--- config.mk ---
export PLATFORM = sky130hd
export DESIGN_NAME = edge_list_record_decoder
export DESIGN_NICKNAME = d
export VERILOG_FILES = /design/src/hdl/elrd_pkg.sv /design/src/hdl/edge_list_record_decoder.sv /design/src/hdl/elrd_parser.sv
export SDC_FILE = /design/constraint.sdc
export NUM_CORES = 1
export LEC_CHECK = 0
export ABC_CLOCK_PERIOD_IN_PS = 12900
export BUFFER_PORTS_ARGS = -buffer_cell sky130_fd_sc_hd__buf_2
export CAP_MARGIN = 5
export CORE_MARGIN = 10
export CORE_UTILIZATION = 25
export CTS_CLUSTER_DIAMETER = 40
export DETAILED_ROUTE_END_ITERATION = 7
export GPL_ROUTABILITY_DRIVEN = 0
export PLACE_DENSITY = 0.41
export SLEW_MARGIN = 15
export SYNTH_ARGS = -nofsm -noshare
export SYNTH_HDL_FRONTEND = slang
export SYNTH_SLANG_ARGS = --single-unit
--- constraint.sdc ---
create_clock -name clk -period 12.9 [get_ports clk]
set_clock_uncertainty 0.2 [all_clocks]
set_input_delay 2.58 -clock clk [delete_from_list [all_inputs] [get_ports clk]]
set_output_delay 2.58 -clock clk [all_outputs]
set_load 0.005 [all_outputs]
--- src/hdl/elrd_pkg.sv ---
// ----------------------------------------------------------------------------
// elrd_pkg
// Types and constants shared by the edge list record decoder modules.
// ----------------------------------------------------------------------------
package elrd_pkg;

  localparam int unsigned WORD_BYTES   = 4;  // count, vertex and neighbour ids
  localparam int unsigned EXTCNT_BYTES = 3;  // extended entry count

  typedef enum logic [2:0] {
    PH_COUNT  = 3'd0,
    PH_VERTEX = 3'd1,
    PH_TYPE   = 3'd2,
    PH_EXTCNT = 3'd3,
    PH_NEIGH  = 3'd4,
    PH_WEIGHT = 3'd5,
    PH_DONE   = 3'd6
  } phase_t;

  typedef struct packed {
    logic [31:0] source_vertex;
    logic [31:0] neighbour_vertex;
    logic [7:0]  edge_weight;
    logic        last_of_vertex;
    logic        last_of_stream;
  } edge_t;

endpackage

--- src/hdl/edge_list_record_decoder.sv ---
// ----------------------------------------------------------------------------
// edge_list_record_decoder
// Decodes a byte stream of adjacency-list records into weighted edges.
// ----------------------------------------------------------------------------
//  channel | signals                                     | handshake
//  --------+---------------------------------------------+-----------------
//  in      | in_byte, stream_start                       | in_valid/in_stall
//  out     | source_vertex, neighbour_vertex, edge_weight,| out_valid/out_stall
//          | last_of_vertex, last_of_stream              |
//
// One byte per cycle sustained unless a weight byte waits behind a stalled
// result. A taken byte sits in the input register and is decoded into the
// result register once the result side is free, and that register drives out.
// Only the weight byte of an entry makes a transaction on out.
// rst is synchronous and returns the parser to expecting a record count.
// in_stall rises only while a weight byte waits behind a stalled result.
// ----------------------------------------------------------------------------
module edge_list_record_decoder (
  input  logic        clk,
  input  logic        rst,
  input  logic        in_valid,
  output logic        in_stall,
  input  logic [7:0]  in_byte,
  input  logic        stream_start,
  output logic        out_valid,
  input  logic        out_stall,
  output logic [31:0] source_vertex,
  output logic [31:0] neighbour_vertex,
  output logic [7:0]  edge_weight,
  output logic        last_of_vertex,
  output logic        last_of_stream
);
  import elrd_pkg::*;

  logic       in_full;
  logic [7:0] byte_r;
  logic       start_r;
  logic       step;
  logic       has_result;
  edge_t      result;
  edge_t      out_edge;

  // a byte with no result never waits on the output side
  assign step     = in_full && (!has_result || !out_valid || !out_stall);
  assign in_stall = in_full && !step;

  always_ff @(posedge clk) begin
    if (rst) begin
      in_full <= 1'b0;
    end else if (!in_stall) begin
      in_full <= in_valid;
    end
  end

  always_ff @(posedge clk) begin
    if (in_valid && !in_stall) begin
      byte_r  <= in_byte;
      start_r <= stream_start;
    end
  end

  elrd_parser u_parser (
    .clk          (clk),
    .rst          (rst),
    .step         (step),
    .in_byte      (byte_r),
    .stream_start (start_r),
    .has_result   (has_result),
    .result       (result)
  );

  always_ff @(posedge clk) begin
    if (rst) begin
      out_valid <= 1'b0;
    end else if (step && has_result) begin
      out_valid <= 1'b1;
    end else if (!out_stall) begin
      out_valid <= 1'b0;
    end
  end

  always_ff @(posedge clk) begin
    if (step && has_result) begin
      out_edge <= result;
    end
  end

  assign source_vertex    = out_edge.source_vertex;
  assign neighbour_vertex = out_edge.neighbour_vertex;
  assign edge_weight      = out_edge.edge_weight;
  assign last_of_vertex   = out_edge.last_of_vertex;
  assign last_of_stream   = out_edge.last_of_stream;

endmodule

--- src/hdl/elrd_parser.sv ---
// ----------------------------------------------------------------------------
// elrd_parser
// Parser state and one-byte-per-step decode of the adjacency-list stream.
// ----------------------------------------------------------------------------
module elrd_parser (
  input  logic           clk,
  input  logic           rst,
  input  logic           step,
  input  logic [7:0]     in_byte,
  input  logic           stream_start,
  output logic           has_result,
  output elrd_pkg::edge_t result
);
  import elrd_pkg::*;

  phase_t      phase, phase_next;
  logic [1:0]  byte_index, byte_index_next;
  logic [31:0] records_left, records_left_next;
  logic [31:0] current_vertex, current_vertex_next;
  logic [23:0] entries_left, entries_left_next;
  logic [31:0] field_acc, field_acc_next;

  // state as seen by this byte (stream_start restarts the parser first)
  phase_t      ph;
  logic [1:0]  bi;
  logic [31:0] rl, cv, acc;
  logic [23:0] el;

  logic [31:0] acc_take, rl_dec;
  logic [23:0] el_dec;
  logic [2:0]  pos_inc;
  logic        word_done, ext_done, last_v;

  always_comb begin
    ph  = phase;
    bi  = byte_index;
    rl  = records_left;
    cv  = current_vertex;
    el  = entries_left;
    acc = field_acc;
    if (stream_start) begin
      ph  = PH_COUNT;
      bi  = '0;
      rl  = '0;
      cv  = '0;
      el  = '0;
      acc = '0;
    end

    // little-endian byte merge at the current position
    if (bi == 2'd0) begin
      acc_take = {24'd0, in_byte};
    end else begin
      acc_take = acc | ({24'd0, in_byte} << {bi, 3'b000});
    end
    pos_inc   = {1'b0, bi} + 3'd1;
    word_done = (pos_inc >= 3'(WORD_BYTES));
    ext_done  = (pos_inc >= 3'(EXTCNT_BYTES));
    rl_dec    = rl - 32'd1;
    el_dec    = el - 24'd1;
    last_v    = (el_dec == 24'd0);

    phase_next          = ph;
    byte_index_next     = bi;
    records_left_next   = rl;
    current_vertex_next = cv;
    entries_left_next   = el;
    field_acc_next      = acc;
    has_result          = 1'b0;

    result.source_vertex    = cv;
    result.neighbour_vertex = acc;
    result.edge_weight      = in_byte;
    result.last_of_vertex   = last_v;
    result.last_of_stream   = last_v && (rl_dec == 32'd0);

    unique case (ph)
      PH_COUNT: begin
        field_acc_next = acc_take;
        if (word_done) begin
          byte_index_next   = '0;
          records_left_next = acc_take;
          phase_next        = (acc_take == 32'd0) ? PH_DONE : PH_VERTEX;
        end else begin
          byte_index_next = pos_inc[1:0];
        end
      end
      PH_VERTEX: begin
        field_acc_next = acc_take;
        if (word_done) begin
          byte_index_next     = '0;
          current_vertex_next = acc_take;
          phase_next          = PH_TYPE;
        end else begin
          byte_index_next = pos_inc[1:0];
        end
      end
      PH_TYPE: begin
        byte_index_next = '0;
        if (in_byte != 8'd0) begin
          entries_left_next = {16'd0, in_byte};
          phase_next        = PH_NEIGH;
        end else begin
          phase_next = PH_EXTCNT;
        end
      end
      PH_EXTCNT: begin
        field_acc_next = acc_take;
        if (ext_done) begin
          byte_index_next   = '0;
          entries_left_next = acc_take[23:0];
          if (acc_take[23:0] == 24'd0) begin
            // empty record still counts as finished
            records_left_next = rl_dec;
            phase_next        = (rl_dec == 32'd0) ? PH_DONE : PH_VERTEX;
          end else begin
            phase_next = PH_NEIGH;
          end
        end else begin
          byte_index_next = pos_inc[1:0];
        end
      end
      PH_NEIGH: begin
        field_acc_next = acc_take;
        if (word_done) begin
          byte_index_next = '0;
          phase_next      = PH_WEIGHT;
        end else begin
          byte_index_next = pos_inc[1:0];
        end
      end
      PH_WEIGHT: begin
        has_result        = 1'b1;
        byte_index_next   = '0;
        entries_left_next = el_dec;
        if (last_v) begin
          records_left_next = rl_dec;
          phase_next        = (rl_dec == 32'd0) ? PH_DONE : PH_VERTEX;
        end else begin
          phase_next = PH_NEIGH;
        end
      end
      default: begin
        phase_next = PH_DONE;
      end
    endcase
  end

  always_ff @(posedge clk) begin
    if (rst) begin
      phase          <= PH_COUNT;
      byte_index     <= '0;
      records_left   <= '0;
      current_vertex <= '0;
      entries_left   <= '0;
      field_acc      <= '0;
    end else if (step) begin
      phase          <= phase_next;
      byte_index     <= byte_index_next;
      records_left   <= records_left_next;
      current_vertex <= current_vertex_next;
      entries_left   <= entries_left_next;
      field_acc      <= field_acc_next;
    end
  end

endmodule

# After elaboration in Yosys (flattened, before gate mapping)
# Cells that the tools add are included.
op_classes:
  add_sub_neg: 3
  magnitude_cmp: 2
  n_eq_ne: 6
  shifts: 1
  muxes: 34
  bitwise: 1
  n_reduce_logical: 22
ops:
  columns: ["op", "n"]
  rows:
  - ["$mux 32", 11]
  - ["$pmux 32 s3", 1]
  - ["$mux 24", 3]
  - ["$pmux 24 s3", 1]
  - ["$logic_not 32->1", 2]
  - ["$logic_not 24->1", 2]
  - ["$or 32x32->32", 1]
  - ["$shl 8x5->32", 1]
  - ["$sub 32x1->32 const B", 1]
  - ["$mux 3", 10]
  - ["$sub 24x1->24 const B", 1]
  - ["$pmux 3 s6", 1]
  - ["$reduce_bool 8->1", 1]
  - ["$eq 3x2->1 const B", 2]
  - ["$eq 3x3->1 const B", 2]
  - ["$mux 2", 3]
  - ["$pmux 2 s3", 1]
  - ["$logic_and 1x1->1", 5]
  - ["$logic_not 1->1", 5]
  - ["$reduce_or 4->1", 1]
  - ["$add 2x1->3 const B", 1]
  - ["$eq 3x1->1 const B", 1]
  - ["$ge 3x2->1 const B", 1]
  - ["$ge 3x3->1 const B", 1]
  - ["7 further kinds", 10]
totals:
  reg_bits: 210
  in_bits: 13
  output_inout_bits: 76
  wordCells: 84

# Depth between registers and ports, before layout
# Gate-level depths: netlist (run 1).
depth:
  word_depth: 11
  mapped_depth: 20
  ltp_nobuf: 12

# Modules after synthesis
# Synthesis (run 1) repeated with hierarchy kept, for this count alone.
unflattened:
  cells_unflattened: 1564
  hier_area_um2: 12558.3
modules_own_cells:
  columns: ["mod", "n_inst", "cells_per_inst", "area_per_inst_um2", "seq_area_each_um2"]
  rows:
  - ["elrd_parser", 1, 1468, 9973.3, 2502.4]
  - ["edge_list_record_decoder", 1, 96, 2585.0, 2532.4]

# Worst setup path after synthesis (run 1)
# OpenSTA, ideal clock, no wires.
synth_timing:
  kind: "in2reg"
  startpoint: "input out_stall"
  endpoint: "register out_edge (netlist bit edge_weight[0]) (enable)"
  setup_ns: 0.508
  arrival_ns: 6.192
  t_required_ns: 12.192
  slack_ns: 5.999
  path_stages: 4
  path_buffers: 1
  path_cell_list: "nand2_1 o21ai_0 clkbuf_1 nor2_1"
synth_via:
  elab_chain_len: 4
synth_rtl:
  columns: ["element", "line", "rtl"]
  rows:
  - ["start, declared", "edge_list_record_decoder.sv:26", "input logic out_stall,"]
  - ["$logic_not 1->1", null, null]
  - ["$logic_or 1x1->1", "edge_list_record_decoder.sv:44", "assign step = in_full && (!has_result || !out_valid || !out_stall);"]
  - ["$logic_and 1x1->1", "edge_list_record_decoder.sv:44", null]
  - ["$logic_and 1x1->1", "edge_list_record_decoder.sv:83", "if (step && has_result) begin"]
  - ["end signal, assigned", "edge_list_record_decoder.sv:84", "out_edge <= result;"]
  - ["end, declared", "edge_list_record_decoder.sv:41", "edge_t out_edge;"]
# No other way between the ends.
# A chain may end at the register's enable or synchronous reset.

# Worst setup path after layout (run 1)
layout_timing:
  startpoint: "input out_stall"
  endpoint: "output in_stall"
layout_via:
  elab_chain_len: 5
layout_rtl:
  columns: ["element", "line", "rtl"]
  rows:
  - ["$logic_not 1->1", null, null]
  - ["$logic_or 1x1->1", "edge_list_record_decoder.sv:44", null]
  - ["$logic_and 1x1->1", "edge_list_record_decoder.sv:44", null]
  - ["$logic_not 1->1", "edge_list_record_decoder.sv:45", "assign in_stall = in_full && !step;"]
  - ["$logic_and 1x1->1", "edge_list_record_decoder.sv:45", null]
  - ["end, declared", "edge_list_record_decoder.sv:22", "output logic in_stall,"]
# No other way between the ends.

==> impl_metrics.json, run 1 <==
{
  "worstSetupStartpointType": "primary input",
  "dp_cells": 2099,
  "design_area_um2": 14580,
  "num_antenna_cells": 0,
  "cellPowerDensity_nw_per_um2": 139.7,
  "period_utilisation_layout_pct": 45.78,
  "cts_buffer_depth": 3,
  "vdd_drop_max_mv": 0.07192,
  "finish.utilization_pct": 30.42,
  "chipWidth_um": 240.8,
  "sw_frac_of_total_pct": 26.54,
  "synth.ff_latch_count": 210,
  "fillCellCount": 5081,
  "synth_async_sr_flop_share_pct": 0,
  "drcViolationCount": 0,
  "setup_ws_ns": 6.994,
  "postCtsSetupBuffers": 0,
  "synth.most_common_cell": "sky130_fd_sc_hd__nor2_1",
  "clock.fmax_mhz": 169.3,
  "final_antenna_net_count": 0,
  "synth_commonest_cells": "194 x sky130_fd_sc_hd__nor2_1, 149 x sky130_fd_sc_hd__nand2_1, 141 x sky130_fd_sc_hd__a21oi_1, 127 x sky130_fd_sc_hd__dfxtp_1, 109 x sky130_fd_sc_hd__clkbuf_1",
  "final_net_count": 1547,
  "num_io_pins": 89,
  "floorplan.die.height_um": 240.8,
  "met3_routed_wirelength_mm": 3.421,
  "cts.clk_slew.worst_paths_ns": 0.04,
  "finalSetupViolCount": 0,
  "final-hold-violation-count": 0,
  "grt_antenna_before_repair": 1,
  "run_status": "complete, no violations",
  "floorplan.die_area_um2": 57990,
  "drt_first_pass_iters": 6,
  "areaGrowthSynthToFinish_pct": 19.65,
  "grt_pass1_wl_mm": 76.66,
  "dp_hpwl_mm": 34.16,
  "via_count_of_the_first_global_routing_pass": 11731,
  "met1Wirelength_mm": 22.42,
  "post_placement_cell_area_um2": 13170,
  "hold_buffers": 0,
  "h-tree-depth": 2,
  "post_synth.cell_area_avg_um2": 8.175,
  "clock_insertion_delay_worst_skew_ns": 0.53,
  "pin_count_of_the_biggest_net_entering_global_routing": 158,
  "p_switching_uw": 540.7,
  "grt_use_total_pct": 17.10,
  "drt-total-wl_mm": 50.89,
  "sequential_element_share_of_the_synthesized_area_pct": 41.31,
  "synth.top_cells.by_area": "sky130_fd_sc_hd__dfxtp_1 21%, sky130_fd_sc_hd__edfxtp_1 20%, sky130_fd_sc_hd__nor2_1 6.0%",
  "final_cell_count_no_fill": 2172,
  "core_area_um2": 47950,
  "yosys.area.top_type": "sky130_fd_sc_hd__dfxtp_1",
  "tritoncts_clock_tree": "built",
  "p_int_mw": 1.496,
  "tns_ns": 0,
  "slew_viol_final": 0,
  "post-place-ws_ns": 6.974,
  "holdCritPathClass": "register to register",
  "critPathMaxFanout": 4,
  "r2r_setup_slack_ns": 7.13,
  "ys_warns": 0,
  "crit_required_ns": 10.12,
  "fin_hold_ws_ns": 0.2458,
  "pwr-share-comb_pct": 10.2,
  "clkSinkCount": 210,
  "grt-ovfl-total": 0,
  "max_slew_headroom_at_the_worst_pin_pct": 24.98,
  "total_via_count_in_the_routed_design": 12067,
  "pwr-share-seq_pct": 35.3,
  "row_count": 80,
  "initial_standard_cell_utilization_of_the_core_pct": 25.42,
  "route.detailed.wl_per_inst_um": 23.43,
  "max_slew.worst_pin.slew_ns": 1.115,
  "clockPowerShare_pct": 54.4,
  "mappedNetlistArea_um2": 12190,
  "post-synth-top-area-fraction_pct": 20.86,
  "placement.io_buffers": 88,
  "cts_made_buffers": 40,
  "p_leak_nw": 4.993,
  "post_route_cells_drive_above_1_share_pct": 13.94,
  "cts-resized-gates": 0,
  "syn_inst": 1491,
  "timing.critical_path.arrival_ns": 3.13,
  "syn-num-nets": 1512,
  "first_iter_violations": 1158,
  "crit_path_end_kind": "output pin",
  "finalCriticalPeriod_ns": 5.906,
  "rsz_0062_raised_after_global_routing": "no",
  "fin_total_pwr_mw": 2.037,
  "synth_ff_type": "sky130_fd_sc_hd__dfxtp_1",
  "cts_root_buffer": "sky130_fd_sc_hd__clkbuf_16",
  "routed-wl-met2_mm": 23.39,
  "kind_of_critical_path": "primary input to output pin",
  "cap_viol_max_count": 0,
  "synth-edff-count": 83,
  "post_drt_via_cell_ratio": 5.556,
  "netlist-cell-type-count": 84,
  "top_routing_layer_in_use": "met5"
}
-- state kept, by name, summed over array words and instances (netlist names) --
register                 flops
byte_r                       8
edge_weight                  8
in_full                      1
last_of_stream               1
last_of_vertex               1
neighbour_vertex            32
out_valid                    1
source_vertex               32
start_r                      1
u_parser.byte_index          2
u_parser.current_vertex     32
u_parser.entries_left       24
u_parser.field_acc          32
u_parser.phase               3
u_parser.records_left       32
-- critical path, cell delays in order --
cell and delay (ns):
sky130_fd_sc_hd__buf_2 0.08, sky130_fd_sc_hd__nand2_1 0.10, sky130_fd_sc_hd__nor2_1 0.21, sky130_fd_sc_hd__buf_2 0.16
-- cell usage in the layout, fill, tap and decap left out, types with 8 or more instances in the layout --
| cell | instances |
|---|---|
| sky130_fd_sc_hd__nand3_1 | 22 |
| sky130_fd_sc_hd__a221oi_1 | 16 |
| sky130_fd_sc_hd__or3_1 | 14 |
| sky130_fd_sc_hd__xnor2_1 | 10 |
| sky130_fd_sc_hd__o21ai_0 | 84 |
| sky130_fd_sc_hd__nand2b_1 | 9 |
| sky130_fd_sc_hd__mux2i_1 | 21 |
| sky130_fd_sc_hd__o211ai_1 | 8 |
| sky130_fd_sc_hd__or4_1 | 10 |
| sky130_fd_sc_hd__and3_1 | 9 |
| sky130_fd_sc_hd__a22oi_1 | 47 |
| sky130_fd_sc_hd__nand2_1 | 149 |
| sky130_fd_sc_hd__a2111oi_0 | 11 |
| sky130_fd_sc_hd__or2_2 | 9 |
| sky130_fd_sc_hd__o22ai_1 | 21 |
| sky130_fd_sc_hd__buf_4 | 31 |
| sky130_fd_sc_hd__o31ai_1 | 14 |
| sky130_fd_sc_hd__nor2_1 | 193 |
| sky130_fd_sc_hd__a31oi_1 | 12 |
| sky130_fd_sc_hd__ha_1 | 8 |
| sky130_fd_sc_hd__dfxtp_1 | 127 |
| sky130_fd_sc_hd__nor2b_1 | 73 |
| sky130_fd_sc_hd__a21oi_1 | 141 |
| sky130_fd_sc_hd__nor3_1 | 42 |
| sky130_fd_sc_hd__a211oi_1 | 29 |
| sky130_fd_sc_hd__clkbuf_16 | 40 |
| sky130_fd_sc_hd__a22o_1 | 11 |
| sky130_fd_sc_hd__inv_1 | 21 |
| sky130_fd_sc_hd__buf_2 | 87 |
| sky130_fd_sc_hd__edfxtp_1 | 83 |
| sky130_fd_sc_hd__o21a_1 | 9 |
| sky130_fd_sc_hd__nor4_1 | 29 |
| sky130_fd_sc_hd__nand4_1 | 12 |
-- worst paths after layout --
check                                            start                         to  depth (start not counted)
worst max-delay path                         out_stall                   in_stall                          4
worst min-delay path            u_parser.field_acc[26]     u_parser.field_acc[26]                          2
worst max register to register                 start_r  u_parser.records_left[11]                         13
worst min register to register  u_parser.field_acc[26]     u_parser.field_acc[26]                          2
-- kinds of logic (layout without fill, tap and decap cells) --
kind of cell / Yosys count / in the layout / synth area share (%)
multiplexers: 24 / 24 / 2.002
AND/OR/NAND/NOR: 619 / 619 / 25.01
XOR/XNOR: 17 / 17 / 1.221
flip-flops: 210 / 210 / 41.31
AO/OA/AOI/OAI: 465 / 465 / 24.86
buffers and inverters: 148 / 214 / 4.783
adder cells (fa/ha/maj): 8 / 8 / 0.8212
-- cell type report --
type	instances	area, um2	share of cell area, %
multi-input combinational	1133	6596	45.23
sequential	210	5035	34.52
clock buffer	50	1079	7.395
tap	615	769.5	5.276
timing repair buffer	119	688.2	4.719
clock inverter	23	334.1	2.291
inverter	22	82.58	0.5662
-- metal layers --
| layer | global-route usage (%) | vias to the layer above |
|---|---|---|
| met2 | 27.77 | 476 |
| li1 | - | 5612 |
| met5 | 0 | - |
| met4 | 6.192 | 2 |
| met3 | 3.046 | 103 |
| met1 | 22.35 | 5874 |
-- power groups by stage --
| stage | Combinational (mW) | Sequential, mW | Clock, mW |
|---|---|---|---|
| after global routing | 0.226 | 0.721 | 1.16 |
| after global placement | 0.203 | 0.732 | 0 |
| after CTS | 0.204 | 0.719 | 1.13 |
| final | 0.209 | 0.720 | 1.11 |
| after floorplan | 0.149 | 0.717 | 0 |
| after detailed placement | 0.203 | 0.732 | 0 |
(Power assumes the default switching activity.)
==> run 2: changes to the inputs <==
--- a/config.mk
+++ b/config.mk
@@ -5,7 +5,7 @@
 export SDC_FILE = /design/constraint.sdc
 export NUM_CORES = 1
 export LEC_CHECK = 0
-export ABC_CLOCK_PERIOD_IN_PS = 12900
+export ABC_CLOCK_PERIOD_IN_PS = 6100
 export BUFFER_PORTS_ARGS = -buffer_cell sky130_fd_sc_hd__buf_2
 export CAP_MARGIN = 5
 export CORE_MARGIN = 10
==> constraint.sdc (replaced) <==
create_clock -name clk -period 6.1 [get_ports clk]
set_clock_uncertainty 0.2 [all_clocks]
set_input_delay 1.22 -clock clk [delete_from_list [all_inputs] [get_ports clk]]
set_output_delay 1.22 -clock clk [all_outputs]
set_load 0.005 [all_outputs]
==> impl_metrics.json, run 2 (same netlist as run 1, synthesis figures left out) <==
{
  "grt_pass1_wl_mm": 75.98,
  "floorplan.die.height_um": 240.8,
  "holdCritPathClass": "register to register",
  "setup_ws_ns": 1.100,
  "tns_ns": 0,
  "postCtsSetupBuffers": 0,
  "p_int_mw": 3.140,
  "grt_antenna_before_repair": 1,
  "grt-ovfl-total": 0,
  "worstPathCellList": "inv_1 -> nand2_1 -> ha_1 -> or4b_1 -> and3_1 -> a2111oi_0 -> nor2_1 -> nand4bb_1 -> or4_1 -> a221oi_4 -> nor2_2 -> a22o_1",
  "timing.critical_path.slowest_cell_delay_ns": 0.89,
  "critical_path.slowest_cell": "sky130_fd_sc_hd__or4_1",
  "max_slew_headroom_at_the_worst_pin_pct": 27.94,
  "timing.critical_path.arrival_ns": 5.25,
  "h-tree-depth": 2,
  "kind_of_critical_path": "register to register",
  "critPathMaxFanout": 9,
  "grt_busiest_layer": "met2",
  "num_antenna_cells": 0,
  "post_drt_via_cell_ratio": 5.578,
  "layout.area.seq_um2": 5035,
  "chipWidth_um": 240.8,
  "areaGrowthSynthToFinish_pct": 20.52,
  "p_switching_mw": 1.218,
  "cts.clk_slew.worst_paths_ns": 0.05,
  "drt_first_pass_iters": 5,
  "num_io_pins": 89,
  "fillCellCount": 5016,
  "cts-resized-gates": 0,
  "cts_root_buffer": "sky130_fd_sc_hd__clkbuf_16",
  "cap_viol_max_count": 0,
  "hold_buffers": 0,
  "clkSinkCount": 210,
  "final_net_count": 1559,
  "via_count_of_the_first_global_routing_pass": 11276,
  "rsz_0062_raised_after_global_routing": "no",
  "sw_frac_of_total_pct": 27.95,
  "first_iter_violations": 1302,
  "period_utilisation_layout_pct": 81.96,
  "drt-total-wl_mm": 51.45,
  "crit_required_ns": 6.35,
  "post_route_cells_drive_above_1_share_pct": 14.69,
  "multi_input_comb_area_um2": 6588,
  "core_area_um2": 47950,
  "dp_hpwl_mm": 34.72,
  "slew_viol_final": 0,
  "gr-usage-met1_pct": 22.59,
  "clockPowerShare_pct": 54.7,
  "placement.io_buffers": 88,
  "grt.met2_usage_pct": 27.47,
  "post-place-ws_ns": 1.209,
  "row_count": 80,
  "run_status": "complete, no violations",
  "p_leak_nw": 5.055,
  "tritoncts_clock_tree": "built",
  "drcViolationCount": 0,
  "route.detailed.wl_per_inst_um": 23.51,
  "layout.cells.most_common": "sky130_fd_sc_hd__nor2_1",
  "pwr-share-seq_pct": 34.9,
  "cts_made_buffers": 44,
  "clock_insertion_delay_worst_skew_ns": 0.57,
  "finalCriticalPeriod_ns": 5.000,
  "critical_path.top_delay_family": "simple AND/OR/NAND/NOR gates",
  "layout_common_cells": "193 x sky130_fd_sc_hd__nor2_1, 149 x sky130_fd_sc_hd__nand2_1, 141 x sky130_fd_sc_hd__a21oi_1",
  "crit_path_end_kind": "register",
  "cts_buffer_depth": 3,
  "finalSetupViolCount": 0,
  "design_area_um2": 14690,
  "pwr-share-comb_pct": 10.4,
  "floorplan.die_area_um2": 57990,
  "clock.fmax_mhz": 200.0,
  "final_antenna_net_count": 0,
  "initial_standard_cell_utilization_of_the_core_pct": 25.42,
  "vdd_drop_max_mv": 0.2170,
  "final-hold-violation-count": 0,
  "post_placement_cell_area_um2": 13220,
  "pin_count_of_the_biggest_net_entering_global_routing": 159,
  "worstSetupStartpointType": "register",
  "cellPowerDensity_nw_per_um2": 296.7,
  "met3_usage_pct": 3.753,
  "total_via_count_in_the_routed_design": 12205,
  "max_slew.worst_pin.slew_ns": 1.077,
  "critical_path_buf_inv_count": 1,
  "grt_use_total_pct": 17.26
}
run 2: power by group through the flow:
stage / Sequential (mW) / Combinational (mW) / Clock [mW]
global placement: 1.55 / 0.445 / 0
CTS: 1.52 / 0.443 / 2.43
global route: 1.52 / 0.485 / 2.50
floorplan: 1.52 / 0.315 / 0
detailed placement: 1.55 / 0.440 / 0
finish: 1.52 / 0.452 / 2.38
run 2: cell type report:
class	count	area share (%)
Clock inverter	26	1.874
Inverter	22	0.5621
Tap cell	615	5.238
Timing Repair Buffer	127	5.093
Multi-Input combinational cell	1133	44.84
Sequential cell	210	34.27
Clock buffer	55	8.117
run 2: stage by stage:
step	utilization, %	power [mW]	std cells	hold WS [ns]
5_1_grt	30.64	4.506	2188	0.2634
2_1_floorplan	-	1.832	1491	0.2244
3_3_place_gp	27.58	1.994	2107	0.2363
3_5_place_dp	27.58	1.988	2107	0.2417
4_1_cts	30.64	4.391	2188	0.2488
6_report	30.64	4.358	2188	0.2488
run 2: tightest hold or removal path: stages, from the launching register on:
cell and delay [ns]:
sky130_fd_sc_hd__dfxtp_1 0.30, sky130_fd_sc_hd__nand2_1 0.05, sky130_fd_sc_hd__a21oi_1 0.05
run 2: worst paths after layout:
path	start	endpoint	slack, ns	cells after the start
min reg2reg	u_parser.field_acc[24]	u_parser.field_acc[24]	0.25	2
max	start_r	u_parser.records_left[11]	1.10	12
min	u_parser.field_acc[24]	u_parser.field_acc[24]	0.25	2
max reg2reg	start_r	u_parser.records_left[11]	1.10	12
run 2: routing by layer:
| metal | vias to the layer above | share of wire [%] |
|---|---|---|
| met3 | 110 | 7.8 |
| met2 | 553 | 45 |
| met1 | 5912 | 44 |
| li1 | 5630 | - |
| met4 | 0 | 3.2 |
| met5 | - | 0 |
